$ cat src/sv/bam_pkg.sv
// ---------------------------------------------------------------------------
// Breath alarm monitor package
// Widths, codes, limits and the window check shared by the block files.
// ---------------------------------------------------------------------------
package bam_pkg;

    // field widths
    localparam int FUNC_W     = 2;
    localparam int PRESS_W    = 8;
    localparam int VOL_W      = 12;
    localparam int LEAK_W     = 13;
    localparam int PCT_W      = 7;
    localparam int FLOW_W     = 8;
    localparam int ALARM_W    = 10;
    localparam int CNT_W      = 3;
    localparam int CHK_W      = 13;
    localparam int CFG_IDX_W  = 3;
    localparam int CFG_DATA_W = 12;

    // item function codes
    localparam logic [FUNC_W-1:0] FUNC_MEASURE = 2'd0;
    localparam logic [FUNC_W-1:0] FUNC_CLEAR   = 2'd1;
    localparam logic [FUNC_W-1:0] FUNC_RESTART = 2'd2;

    // register indexes
    localparam logic [CFG_IDX_W-1:0] CFG_PIP_MIN    = 3'd0;
    localparam logic [CFG_IDX_W-1:0] CFG_PIP_MAX    = 3'd1;
    localparam logic [CFG_IDX_W-1:0] CFG_VT_MIN     = 3'd2;
    localparam logic [CFG_IDX_W-1:0] CFG_VT_MAX     = 3'd3;
    localparam logic [CFG_IDX_W-1:0] CFG_LEAK_LIMIT = 3'd4;
    localparam logic [CFG_IDX_W-1:0] CFG_PEEP_SET   = 3'd5;
    localparam logic [CFG_IDX_W-1:0] CFG_FIO2_SET   = 3'd6;
    localparam logic [CFG_IDX_W-1:0] CFG_TUBE_MODE  = 3'd7;

    // alarm bit positions
    localparam int BIT_HIPIP  = 0;
    localparam int BIT_LOPIP  = 1;
    localparam int BIT_HIPEEP = 2;
    localparam int BIT_LOPEEP = 3;
    localparam int BIT_HIVT   = 4;
    localparam int BIT_LOVT   = 5;
    localparam int BIT_HIFIO2 = 6;
    localparam int BIT_LOFIO2 = 7;
    localparam int BIT_O2SUP  = 8;
    localparam int BIT_LEAK   = 9;

    // limits
    localparam logic [CNT_W-1:0]   ARM_START   = 3'd5;
    localparam logic [CNT_W-1:0]   ARM_READY   = 3'd1;
    localparam logic [CNT_W-1:0]   ALERT_LIMIT = 3'd3;
    localparam logic [PRESS_W-1:0] PEEP_MARGIN = 8'd3;
    localparam logic [PCT_W-1:0]   FIO2_MARGIN = 7'd5;
    localparam logic [PCT_W-1:0]   FIO2_AIR    = 7'd21;
    localparam logic [FLOW_W-1:0]  FLOW_FAIL   = 8'd2;

    // reset values of the registers
    localparam logic [PRESS_W-1:0] PIP_MIN_RST   = 8'd0;
    localparam logic [PRESS_W-1:0] PIP_MAX_RST   = 8'd255;
    localparam logic [VOL_W-1:0]   VT_MIN_RST    = 12'd0;
    localparam logic [VOL_W-1:0]   VT_MAX_RST    = 12'd4095;
    localparam logic [VOL_W-1:0]   LEAK_LIM_RST  = 12'd4095;
    localparam logic [PRESS_W-1:0] PEEP_SET_RST  = 8'd5;
    localparam logic [PCT_W-1:0]   FIO2_SET_RST  = 7'd21;

    typedef struct packed {
        logic [CNT_W-1:0] cnt;
        logic             raise_hi;
        logic             raise_lo;
    } win_res_t;

    // one persistence step of a window channel; the fourth miss raises
    function automatic win_res_t win_check(input logic [CNT_W-1:0] cnt,
                                           input logic [CHK_W-1:0] v,
                                           input logic [CHK_W-1:0] lo,
                                           input logic [CHK_W-1:0] hi);
        win_res_t         res;
        logic [CNT_W-1:0] inc;
        res = '0;
        inc = cnt + 3'd1;
        if (v >= lo && v <= hi)
        begin
            res.cnt = '0;
        end
        else if (inc > ALERT_LIMIT)
        begin
            res.cnt      = '0;
            res.raise_lo = (v < lo);
            res.raise_hi = !(v < lo);
        end
        else
        begin
            res.cnt = inc;
        end
        return res;
    endfunction

endpackage

$ cat src/sv/bam_if.sv
// ---------------------------------------------------------------------------
// Breath alarm monitor channels
// Valid/ready channels for measurement items and status items.
// ---------------------------------------------------------------------------
interface bam_meas_if;
    import bam_pkg::*;

    logic                     valid;
    logic                     ready;
    logic [FUNC_W-1:0]        func;
    logic [PRESS_W-1:0]       peak_pressure;
    logic [PRESS_W-1:0]       peep_average;
    logic [VOL_W-1:0]         tidal_volume;
    logic signed [LEAK_W-1:0] leak_volume;
    logic [PCT_W-1:0]         oxygen_achieved;
    logic [FLOW_W-1:0]        oxygen_flow_peak;

    modport source (output valid, func, peak_pressure, peep_average, tidal_volume,
                    leak_volume, oxygen_achieved, oxygen_flow_peak, input ready);
    modport sink (input valid, func, peak_pressure, peep_average, tidal_volume,
                  leak_volume, oxygen_achieved, oxygen_flow_peak, output ready);
endinterface

interface bam_status_if;
    import bam_pkg::*;

    logic               valid;
    logic               ready;
    logic [ALARM_W-1:0] alarm_bits;
    logic               alarm_seen;
    logic               armed;

    modport source (output valid, alarm_bits, alarm_seen, armed, input ready);
    modport sink (input valid, alarm_bits, alarm_seen, armed, output ready);
endinterface

$ cat src/sv/breath_alarm_monitor.sv
// ---------------------------------------------------------------------------
// Breath alarm monitor
// Per-breath alarm checks with persistence counters on six channels.
// ---------------------------------------------------------------------------
//  channel   | dir | handshake   | payload
//  meas      | in  | valid/ready | func, pressures, volumes, oxygen, flow
//  status    | out | valid/ready | alarm_bits, alarm_seen, armed
//  cfg       | in  | cfg_we      | cfg_index, cfg_data (write only)
//
//  One item per cycle sustained unless status stalls (input register, result
//  register). All checks are single-level compares between the two.
//  Reset clears counters, flags and the handshake state; no clearing pass.
//  A stalled result holds in the result register while the item behind it
//  waits in the input register; meas.ready drops only when both are full.
// ---------------------------------------------------------------------------
module breath_alarm_monitor (
    input  logic                            clk,
    input  logic                            rst_n,
    bam_meas_if.sink                        meas,
    bam_status_if.source                    status,
    input  logic                            cfg_we,
    input  logic [bam_pkg::CFG_IDX_W-1:0]   cfg_index,
    input  logic [bam_pkg::CFG_DATA_W-1:0]  cfg_data
);
    import bam_pkg::*;

    // configuration
    logic [PRESS_W-1:0] pip_min_reg;
    logic [PRESS_W-1:0] pip_max_reg;
    logic [VOL_W-1:0]   vt_min_reg;
    logic [VOL_W-1:0]   vt_max_reg;
    logic [VOL_W-1:0]   leak_limit_reg;
    logic [PRESS_W-1:0] peep_set_reg;
    logic [PCT_W-1:0]   fio2_set_reg;
    logic               tube_mode_reg;

    // input stage
    logic                     s1_valid_reg;
    logic [FUNC_W-1:0]        s1_func_reg;
    logic [PRESS_W-1:0]       s1_pip_reg;
    logic [PRESS_W-1:0]       s1_peep_reg;
    logic [VOL_W-1:0]         s1_vt_reg;
    logic signed [LEAK_W-1:0] s1_leak_reg;
    logic [PCT_W-1:0]         s1_o2_reg;
    logic [FLOW_W-1:0]        s1_flow_reg;

    // result stage
    logic               out_valid_reg;
    logic [ALARM_W-1:0] out_bits_reg;
    logic               out_seen_reg;
    logic               out_armed_reg;

    // channel state
    logic [CNT_W-1:0]   pip_count_reg, pip_count_next;
    logic [CNT_W-1:0]   peep_count_reg, peep_count_next;
    logic [CNT_W-1:0]   vt_count_reg, vt_count_next;
    logic [CNT_W-1:0]   supply_count_reg, supply_count_next;
    logic [CNT_W-1:0]   blend_count_reg, blend_count_next;
    logic [CNT_W-1:0]   leak_count_reg, leak_count_next;
    logic               supply_failed_reg, supply_failed_next;
    logic [ALARM_W-1:0] alarm_flags_reg, alarm_flags_next;
    logic [CNT_W-1:0]   arm_countdown_reg, arm_countdown_next;
    logic               alarm_latch_reg, alarm_latch_next;
    logic               armed_next;

    logic in_fire;
    logic advance;

    logic [CNT_W-1:0]   arm_dec;
    logic               chk_on;
    logic [PRESS_W-1:0] peep_lo;
    logic [PRESS_W:0]   peep_hi;
    logic [PCT_W-1:0]   fio2_lo;
    logic [PCT_W:0]     fio2_hi;
    logic               o2_on;
    logic               flow_low;
    logic [CNT_W-1:0]   supply_inc;
    logic               supply_trip;
    logic               failed_upd;
    logic               leak_hit;
    logic [CNT_W-1:0]   leak_inc;
    logic               leak_trip;
    win_res_t           pip_r, peep_r, vt_r, blend_r;

    assign advance    = !out_valid_reg || status.ready;
    assign meas.ready = !s1_valid_reg || advance;
    assign in_fire    = meas.valid && meas.ready;

    assign status.valid      = out_valid_reg;
    assign status.alarm_bits = out_bits_reg;
    assign status.alarm_seen = out_seen_reg;
    assign status.armed      = out_armed_reg;

    // ---------------- configuration ----------------
    always_ff @(posedge clk or negedge rst_n)
    begin
        if (!rst_n)
        begin
            pip_min_reg    <= PIP_MIN_RST;
            pip_max_reg    <= PIP_MAX_RST;
            vt_min_reg     <= VT_MIN_RST;
            vt_max_reg     <= VT_MAX_RST;
            leak_limit_reg <= LEAK_LIM_RST;
            peep_set_reg   <= PEEP_SET_RST;
            fio2_set_reg   <= FIO2_SET_RST;
            tube_mode_reg  <= 1'b1;
        end
        else if (cfg_we)
        begin
            case (cfg_index)
                CFG_PIP_MIN:    pip_min_reg    <= cfg_data[PRESS_W-1:0];
                CFG_PIP_MAX:    pip_max_reg    <= cfg_data[PRESS_W-1:0];
                CFG_VT_MIN:     vt_min_reg     <= cfg_data[VOL_W-1:0];
                CFG_VT_MAX:     vt_max_reg     <= cfg_data[VOL_W-1:0];
                CFG_LEAK_LIMIT: leak_limit_reg <= cfg_data[VOL_W-1:0];
                CFG_PEEP_SET:   peep_set_reg   <= cfg_data[PRESS_W-1:0];
                CFG_FIO2_SET:   fio2_set_reg   <= cfg_data[PCT_W-1:0];
                CFG_TUBE_MODE:  tube_mode_reg  <= cfg_data[0];
                default:        ;
            endcase
        end
    end

    // ---------------- check logic ----------------
    assign arm_dec = (arm_countdown_reg > ARM_READY) ? arm_countdown_reg - 3'd1
                                                     : arm_countdown_reg;
    assign chk_on  = (arm_dec == ARM_READY);

    // low bounds saturate at zero
    assign peep_lo = (peep_set_reg < PEEP_MARGIN) ? '0 : peep_set_reg - PEEP_MARGIN;
    assign peep_hi = {1'b0, peep_set_reg} + {1'b0, PEEP_MARGIN};
    assign fio2_lo = (fio2_set_reg < FIO2_MARGIN) ? '0 : fio2_set_reg - FIO2_MARGIN;
    assign fio2_hi = {1'b0, fio2_set_reg} + {1'b0, FIO2_MARGIN};

    assign pip_r  = win_check(pip_count_reg, CHK_W'(s1_pip_reg),
                              CHK_W'(pip_min_reg), CHK_W'(pip_max_reg));
    assign peep_r = win_check(peep_count_reg, CHK_W'(s1_peep_reg),
                              CHK_W'(peep_lo), CHK_W'(peep_hi));
    assign vt_r   = win_check(vt_count_reg, CHK_W'(s1_vt_reg),
                              CHK_W'(vt_min_reg), CHK_W'(vt_max_reg));
    assign blend_r = win_check(blend_count_reg, CHK_W'(s1_o2_reg),
                               CHK_W'(fio2_lo), CHK_W'(fio2_hi));

    assign o2_on       = (fio2_set_reg > FIO2_AIR);
    assign flow_low    = (s1_flow_reg <= FLOW_FAIL);
    assign supply_inc  = supply_count_reg + 3'd1;
    assign supply_trip = (supply_inc > ALERT_LIMIT);
    // supply state as updated by this breath, gates the blend check
    assign failed_upd  = flow_low ? (supply_trip || supply_failed_reg) : 1'b0;

    assign leak_hit  = $signed({s1_leak_reg[LEAK_W-1], s1_leak_reg})
                       > $signed({2'b00, leak_limit_reg});
    assign leak_inc  = leak_count_reg + 3'd1;
    assign leak_trip = (leak_inc > ALERT_LIMIT);

    always_comb
    begin
        pip_count_next     = pip_count_reg;
        peep_count_next    = peep_count_reg;
        vt_count_next      = vt_count_reg;
        supply_count_next  = supply_count_reg;
        blend_count_next   = blend_count_reg;
        leak_count_next    = leak_count_reg;
        supply_failed_next = supply_failed_reg;
        alarm_flags_next   = alarm_flags_reg;
        arm_countdown_next = arm_countdown_reg;
        alarm_latch_next   = alarm_latch_reg;
        armed_next         = 1'b0;

        case (s1_func_reg)
            FUNC_CLEAR:
            begin
                alarm_flags_next = '0;
            end
            FUNC_RESTART:
            begin
                pip_count_next     = '0;
                peep_count_next    = '0;
                vt_count_next      = '0;
                supply_count_next  = '0;
                blend_count_next   = '0;
                leak_count_next    = '0;
                arm_countdown_next = ARM_START;
            end
            FUNC_MEASURE:
            begin
                arm_countdown_next = arm_dec;
                armed_next         = chk_on;
                if (chk_on)
                begin
                    pip_count_next  = pip_r.cnt;
                    peep_count_next = peep_r.cnt;
                    if (pip_r.raise_hi)
                    begin
                        alarm_flags_next[BIT_HIPIP] = 1'b1;
                        alarm_flags_next[BIT_LOPIP] = 1'b0;
                    end
                    if (pip_r.raise_lo)
                    begin
                        alarm_flags_next[BIT_LOPIP] = 1'b1;
                        alarm_flags_next[BIT_HIPIP] = 1'b0;
                    end
                    if (peep_r.raise_hi)
                    begin
                        alarm_flags_next[BIT_HIPEEP] = 1'b1;
                        alarm_flags_next[BIT_LOPEEP] = 1'b0;
                    end
                    if (peep_r.raise_lo)
                    begin
                        alarm_flags_next[BIT_LOPEEP] = 1'b1;
                        alarm_flags_next[BIT_HIPEEP] = 1'b0;
                    end
                    if (pip_r.raise_hi || pip_r.raise_lo || peep_r.raise_hi || peep_r.raise_lo)
                        alarm_latch_next = 1'b1;

                    if (tube_mode_reg)
                    begin
                        vt_count_next = vt_r.cnt;
                        if (vt_r.raise_hi)
                        begin
                            alarm_flags_next[BIT_HIVT] = 1'b1;
                            alarm_flags_next[BIT_LOVT] = 1'b0;
                        end
                        if (vt_r.raise_lo)
                        begin
                            alarm_flags_next[BIT_LOVT] = 1'b1;
                            alarm_flags_next[BIT_HIVT] = 1'b0;
                        end
                        if (vt_r.raise_hi || vt_r.raise_lo)
                            alarm_latch_next = 1'b1;

                        if (leak_hit)
                        begin
                            if (leak_trip)
                            begin
                                leak_count_next            = '0;
                                alarm_flags_next[BIT_LEAK] = 1'b1;
                                alarm_latch_next           = 1'b1;
                            end
                            else
                            begin
                                leak_count_next = leak_inc;
                            end
                        end
                        else
                        begin
                            leak_count_next = '0;
                        end
                    end

                    if (o2_on)
                    begin
                        supply_failed_next = failed_upd;
                        if (!flow_low)
                        begin
                            supply_count_next = '0;
                        end
                        else if (supply_trip)
                        begin
                            supply_count_next           = '0;
                            alarm_flags_next[BIT_O2SUP] = 1'b1;
                            alarm_latch_next            = 1'b1;
                        end
                        else
                        begin
                            supply_count_next = supply_inc;
                        end

                        // blending is not judged while the supply is down
                        if (!failed_upd)
                        begin
                            blend_count_next = blend_r.cnt;
                            if (blend_r.raise_hi)
                            begin
                                alarm_flags_next[BIT_HIFIO2] = 1'b1;
                                alarm_flags_next[BIT_LOFIO2] = 1'b0;
                            end
                            if (blend_r.raise_lo)
                            begin
                                alarm_flags_next[BIT_LOFIO2] = 1'b1;
                                alarm_flags_next[BIT_HIFIO2] = 1'b0;
                            end
                            if (blend_r.raise_hi || blend_r.raise_lo)
                                alarm_latch_next = 1'b1;
                        end
                    end
                end
            end
            default: ;
        endcase
    end

    // ---------------- control and state ----------------
    always_ff @(posedge clk or negedge rst_n)
    begin
        if (!rst_n)
        begin
            s1_valid_reg      <= 1'b0;
            out_valid_reg     <= 1'b0;
            pip_count_reg     <= '0;
            peep_count_reg    <= '0;
            vt_count_reg      <= '0;
            supply_count_reg  <= '0;
            blend_count_reg   <= '0;
            leak_count_reg    <= '0;
            supply_failed_reg <= 1'b0;
            alarm_flags_reg   <= '0;
            arm_countdown_reg <= ARM_START;
            alarm_latch_reg   <= 1'b0;
        end
        else
        begin
            if (in_fire)
                s1_valid_reg <= 1'b1;
            else if (advance)
                s1_valid_reg <= 1'b0;

            if (advance)
                out_valid_reg <= s1_valid_reg;

            if (advance && s1_valid_reg)
            begin
                pip_count_reg     <= pip_count_next;
                peep_count_reg    <= peep_count_next;
                vt_count_reg      <= vt_count_next;
                supply_count_reg  <= supply_count_next;
                blend_count_reg   <= blend_count_next;
                leak_count_reg    <= leak_count_next;
                supply_failed_reg <= supply_failed_next;
                alarm_flags_reg   <= alarm_flags_next;
                arm_countdown_reg <= arm_countdown_next;
                alarm_latch_reg   <= alarm_latch_next;
            end
        end
    end

    // ---------------- payload ----------------
    always_ff @(posedge clk)
    begin
        if (in_fire)
        begin
            s1_func_reg <= meas.func;
            s1_pip_reg  <= meas.peak_pressure;
            s1_peep_reg <= meas.peep_average;
            s1_vt_reg   <= meas.tidal_volume;
            s1_leak_reg <= meas.leak_volume;
            s1_o2_reg   <= meas.oxygen_achieved;
            s1_flow_reg <= meas.oxygen_flow_peak;
        end
        if (advance && s1_valid_reg)
        begin
            out_bits_reg  <= alarm_flags_next;
            out_seen_reg  <= alarm_latch_next;
            out_armed_reg <= armed_next;
        end
    end

endmodule

$ cat src/flat_wrapper.sv
// flat-port wrapper written by rule: the top's interface ports become plain ports
module breath_alarm_monitor_flat import bam_pkg::*;
  (clk, rst_n, cfg_we, cfg_index, cfg_data, meas_valid, meas_func, meas_peak_pressure, meas_peep_average, meas_tidal_volume, meas_leak_volume, meas_oxygen_achieved, meas_oxygen_flow_peak, meas_ready, status_valid, status_alarm_bits, status_alarm_seen, status_armed, status_ready);
  bam_meas_if meas_i ();
  bam_status_if status_i ();
  input  logic clk;
  input  logic rst_n;
  input  logic cfg_we;
  input  logic [bam_pkg::CFG_IDX_W-1:0] cfg_index;
  input  logic [bam_pkg::CFG_DATA_W-1:0] cfg_data;
  input wire logic [$bits(meas_i.valid)-1:0] meas_valid;
  input wire logic [$bits(meas_i.func)-1:0] meas_func;
  input wire logic [$bits(meas_i.peak_pressure)-1:0] meas_peak_pressure;
  input wire logic [$bits(meas_i.peep_average)-1:0] meas_peep_average;
  input wire logic [$bits(meas_i.tidal_volume)-1:0] meas_tidal_volume;
  input wire logic [$bits(meas_i.leak_volume)-1:0] meas_leak_volume;
  input wire logic [$bits(meas_i.oxygen_achieved)-1:0] meas_oxygen_achieved;
  input wire logic [$bits(meas_i.oxygen_flow_peak)-1:0] meas_oxygen_flow_peak;
  output wire logic [$bits(meas_i.ready)-1:0] meas_ready;
  output wire logic [$bits(status_i.valid)-1:0] status_valid;
  output wire logic [$bits(status_i.alarm_bits)-1:0] status_alarm_bits;
  output wire logic [$bits(status_i.alarm_seen)-1:0] status_alarm_seen;
  output wire logic [$bits(status_i.armed)-1:0] status_armed;
  input wire logic [$bits(status_i.ready)-1:0] status_ready;
  assign meas_i.valid = meas_valid;
  assign meas_i.func = meas_func;
  assign meas_i.peak_pressure = meas_peak_pressure;
  assign meas_i.peep_average = meas_peep_average;
  assign meas_i.tidal_volume = meas_tidal_volume;
  assign meas_i.leak_volume = meas_leak_volume;
  assign meas_i.oxygen_achieved = meas_oxygen_achieved;
  assign meas_i.oxygen_flow_peak = meas_oxygen_flow_peak;
  assign meas_ready = meas_i.ready;
  assign status_valid = status_i.valid;
  assign status_alarm_bits = status_i.alarm_bits;
  assign status_alarm_seen = status_i.alarm_seen;
  assign status_armed = status_i.armed;
  assign status_i.ready = status_ready;
  breath_alarm_monitor u_core (.clk(clk), .rst_n(rst_n), .meas(meas_i), .status(status_i), .cfg_we(cfg_we), .cfg_index(cfg_index), .cfg_data(cfg_data));
endmodule
$ cat config.mk
export PLATFORM = sky130hd
export DESIGN_NAME = breath_alarm_monitor_flat
export DESIGN_NICKNAME = d
export VERILOG_FILES = /design/src/sv/bam_pkg.sv /design/src/sv/bam_if.sv /design/src/sv/breath_alarm_monitor.sv /design/src/flat_wrapper.sv
export SDC_FILE = /design/constraint.sdc
export NUM_CORES = 1
export LEC_CHECK = 0
export ABC_AREA = 1
export BUFFER_PORTS_ARGS = -buffer_cell sky130_fd_sc_hd__buf_2
export CORE_MARGIN = 1.5
export CORE_UTILIZATION = 35
export DETAILED_ROUTE_END_ITERATION = 8
export PLACE_DENSITY = 0.53
export REMOVE_ABC_BUFFERS = 1
export SLEW_MARGIN = 20
export SYNTH_ARGS = -nofsm -noshare
export SYNTH_HDL_FRONTEND = slang
export SYNTH_SLANG_ARGS = --single-unit
$ cat constraint.sdc
create_clock -name clk -period 2.7 [get_ports clk]
set_clock_uncertainty 0.2 [all_clocks]
set_input_delay 0.135 -clock clk [delete_from_list [all_inputs] [get_ports clk]]
set_output_delay 0.135 -clock clk [all_outputs]
set_load 0.05 [all_outputs]
==> out/qor.yml <==
status: "finished, violations left"
violations: "negative setup slack"
grt_setup_unrepaired: "true"
stdcell_count: 1647
grt_use_met2: 0.3002
antenna_found_initial: 0
wl_um: 22550
worst_slew_pin_slew_ns: 0.7167
cp_slowest_cell: "dfstp_2"
netlist_area_sq_um: 9618
synth-seq-cells: 173
vias: 7601
setup_tns_ns: -1.252
post-route-drc-count: 0
grt_max_degree: 59
clock_sinks: 173
numCtsBuffers: 17
mostFrequentLayoutCells: "259 x nand2_1, 153 x inv_1, 95 x ha_1"
grt_use_met3: 0.02876
met1_usage: 0.2135
period_share: 1.068
setup_viol: 10
path_cells: "buf_6 > o21a_1 > buf_4 > buf_4 > xor2_1 > ha_1 > nand2_1 > a21oi_1 > nor2_1 > nor2_2 > nor2_2 > nand2_2 > nand2_2 > nand2_2 > nand2_2 > nand4_1 > nand2_1 > nand2_1"
crit_family: "simple AND/OR/NAND/NOR gates"
multiInputGateArea_sq_um: 4478
finalPower_mw: 8.972
htree_num_levels: 4
async_flop_share: 0.5954
clk_root_buffer_cell: "clkbuf_16"
max_cap_violations: 0
place.gp.congestion: 0.7869
overflow: 0
ctsLongestPathBuffers: 2
worstSkewPairLatency_ns: 0.43
wl_per_cell_um: 13.69
synth_top_cell_area_share: 0.2186
cts_tree: "yes"
yosys.area.top_type: "edfxtp_1"
p_per_area_nw_per_um2: 714.5
ir_drop_uv: 437.6
grtUsageTotal: 0.1705
critPathMostFrequentCell: "nand2_2"
crit_buf_inv: 3
period_minus_slack_ns: 2.883
avgSynthCellArea_sq_um: 9.022
fillers: 2547
die_x_um: 168.8
busiest_layer: "met2"
final-hold-violation-count: 0
dpl.cell_count: 1530
layout.nets: 1472
yosysWarnings: 0
register_area_sq_um: 4731
synth_area_leaders: "edfxtp_1 22%, dfrtp_1 16%, ha_1 13%"
fmax_mhz: 346.9
min_path_type: "in -> reg"
synth_edf_count: 70
end_kind: "register"
largest_register_ffs: 13
area.growth.synth_to_final_pct: 30.56
r2r_start: "u_core.peep_set_reg[0]$_DFFE_PN1P_"
drtIter0Drc: 367
syn_inst: 1066
relSlewSlack: 0.5210
final_common_cell: "nand2_1"
dp_slack_ns: -0.3979
critPathLaunchType: "register"
first_global_vias: 7803
grt_pass1_wl_um: 38050
drive_above_1_share: 0.2389
dieHeight_um: 168.8
worstPathRequired_ns: 2.69
hpwlAfterDp_um: 16130
yosysUniqueCellTypes: 44
first_pass_iters: 4
crit_path_max_fanout: 4
io_buffers: 91
ys_seq_area_frac: 0.4917
p_leak_nw: 6.011
timing.critical_path.from: "u_core.peep_set_reg[0]$_DFFE_PN1P_"
via_per_inst: 4.615
arrival_ns: 2.87
clk_pin_slew_ns: 0.07
drv_slew: 0
rows: 60
n_antenna_cell: 0
boundaryPins: 92
critPathKind: "reg -> reg"
synth_ff_type: "edfxtp_1"
initial_core_util: 0.3569
crit_path_max_incr_delay_ns: 0.56
layout_setup_ws_ns: -0.1828
min_from: "cfg_data[0]"
final_antenna_net_count: 0
core-area_sq_um: 26950
die-area_sq_um: 28480
final cells by class:
type / count / area share
tap: 341 / 0.03398
clock inverter: 13 / 0.01136
clock buffer: 19 / 0.03786
timing repair buffer: 226 / 0.1352
inverter: 161 / 0.04823
multi-input combinational: 714 / 0.3566
sequential: 173 / 0.3767
report_power, final:
part	switching, mW	internal, mW	leakage, nW
logic	1.70	1.24	3.79
registers	0.252	3.21	1.91
clock network	1.15	1.42	0.303
total	3.10	5.87	6.01
metal layers:
layer	vias up	wire length (um)	part of all wire
met5	-	0	0
met4	0	405	0.018
met3	26	547	0.024
met2	100	11050	0.49
met1	3530	10550	0.47
li1	3945	-	-
kinds of logic after synthesis:
group / Yosys count / synth area share
buf+inv: 179 / 0.07233
flops: 173 / 0.4917
simple gates: 429 / 0.1894
fa+ha+maj: 101 / 0.1314
compound gates: 166 / 0.09874
xor+xnor: 18 / 0.01639
repair_timing:
item	4_1_cts	5_1_grt
endpoints found under the setup margin	14	14
setup buffers	4	3
pin swaps	32	28
hold buffers	78	0
hold endpoints to repair	152	0
resized for setup	51	30
synth_stat cells, types with 2 or more instances:
| cell | instances |
|---|---|
| nand2_1 | 275 |
| inv_1 | 159 |
| ha_1 | 101 |
| o21ai_0 | 90 |
| edfxtp_1 | 70 |
| nor2_1 | 67 |
| dfrtp_1 | 63 |
| dfstp_2 | 40 |
| nand3_1 | 38 |
| a21oi_1 | 35 |
| nand4_1 | 17 |
| xor2_1 | 14 |
| clkbuf_1 | 11 |
| nand2_2 | 8 |
| nor3_1 | 6 |
| o21ai_1 | 6 |
| o21ai_2 | 6 |
| o31ai_1 | 6 |
| o21a_1 | 5 |
| o21bai_1 | 5 |
| a21o_1 | 4 |
| nor2_2 | 4 |
| xnor2_1 | 4 |
| a31oi_1 | 3 |
| buf_2 | 3 |
| buf_4 | 3 |
| nand2_4 | 3 |
| nand3_2 | 2 |
| o21ai_4 | 2 |
| or2_2 | 2 |
worst reg2reg max path, cell delays in order (launching register included):
cell     delay (ns)
dfstp_2        0.56
buf_6          0.11
o21a_1         0.17
buf_4          0.12
buf_4          0.09
xor2_1         0.17
ha_1           0.26
nand2_1        0.07
a21oi_1        0.04
nor2_1         0.12
nor2_2         0.06
nor2_2         0.11
nand2_2        0.08
nand2_2        0.08
nand2_2        0.06
nand2_2        0.10
nand4_1        0.12
nand2_1        0.08
nand2_1        0.04
final timing paths:
| check | depth (start not counted) | endpoint | slack [ns] |
|---|---|---|---|
| max in group asynchronous | 3 | u_core.fio2_set_reg[4]$_DFFE_PN1P_ | 1.45 |
| min reg2reg | 2 | u_core.alarm_latch_reg$_DFFE_PN0P_ | 0.26 |
| max | 18 | u_core.status.alarm_seen$_DFFE_PP_ | -0.18 |
| min | 3 | u_core.tube_mode_reg$_DFFE_PN1P_ | 0.02 |
| max reg2reg | 18 | u_core.status.alarm_seen$_DFFE_PP_ | -0.18 |
| min in group asynchronous | 2 | u_core.alarm_flags_reg[1]$_DFFE_PN0P_ | 0.06 |
stage by stage:
| step | hold WS (ns) | util | instance area, sq um |
|---|---|---|---|
| 2_1_floorplan | -0.3606 | - | 9528 |
| 3_3_place_gp | -0.01820 | 0.4007 | 10800 |
| 3_5_place_dp | -0.01375 | 0.4007 | 10800 |
| 4_1_cts | 0.0003214 | 0.4609 | 12420 |
| 5_1_grt | 0.03740 | 0.4659 | 12560 |
| 6_report | 0.01802 | 0.4659 | 12560 |
(Power assumes the default switching activity.)
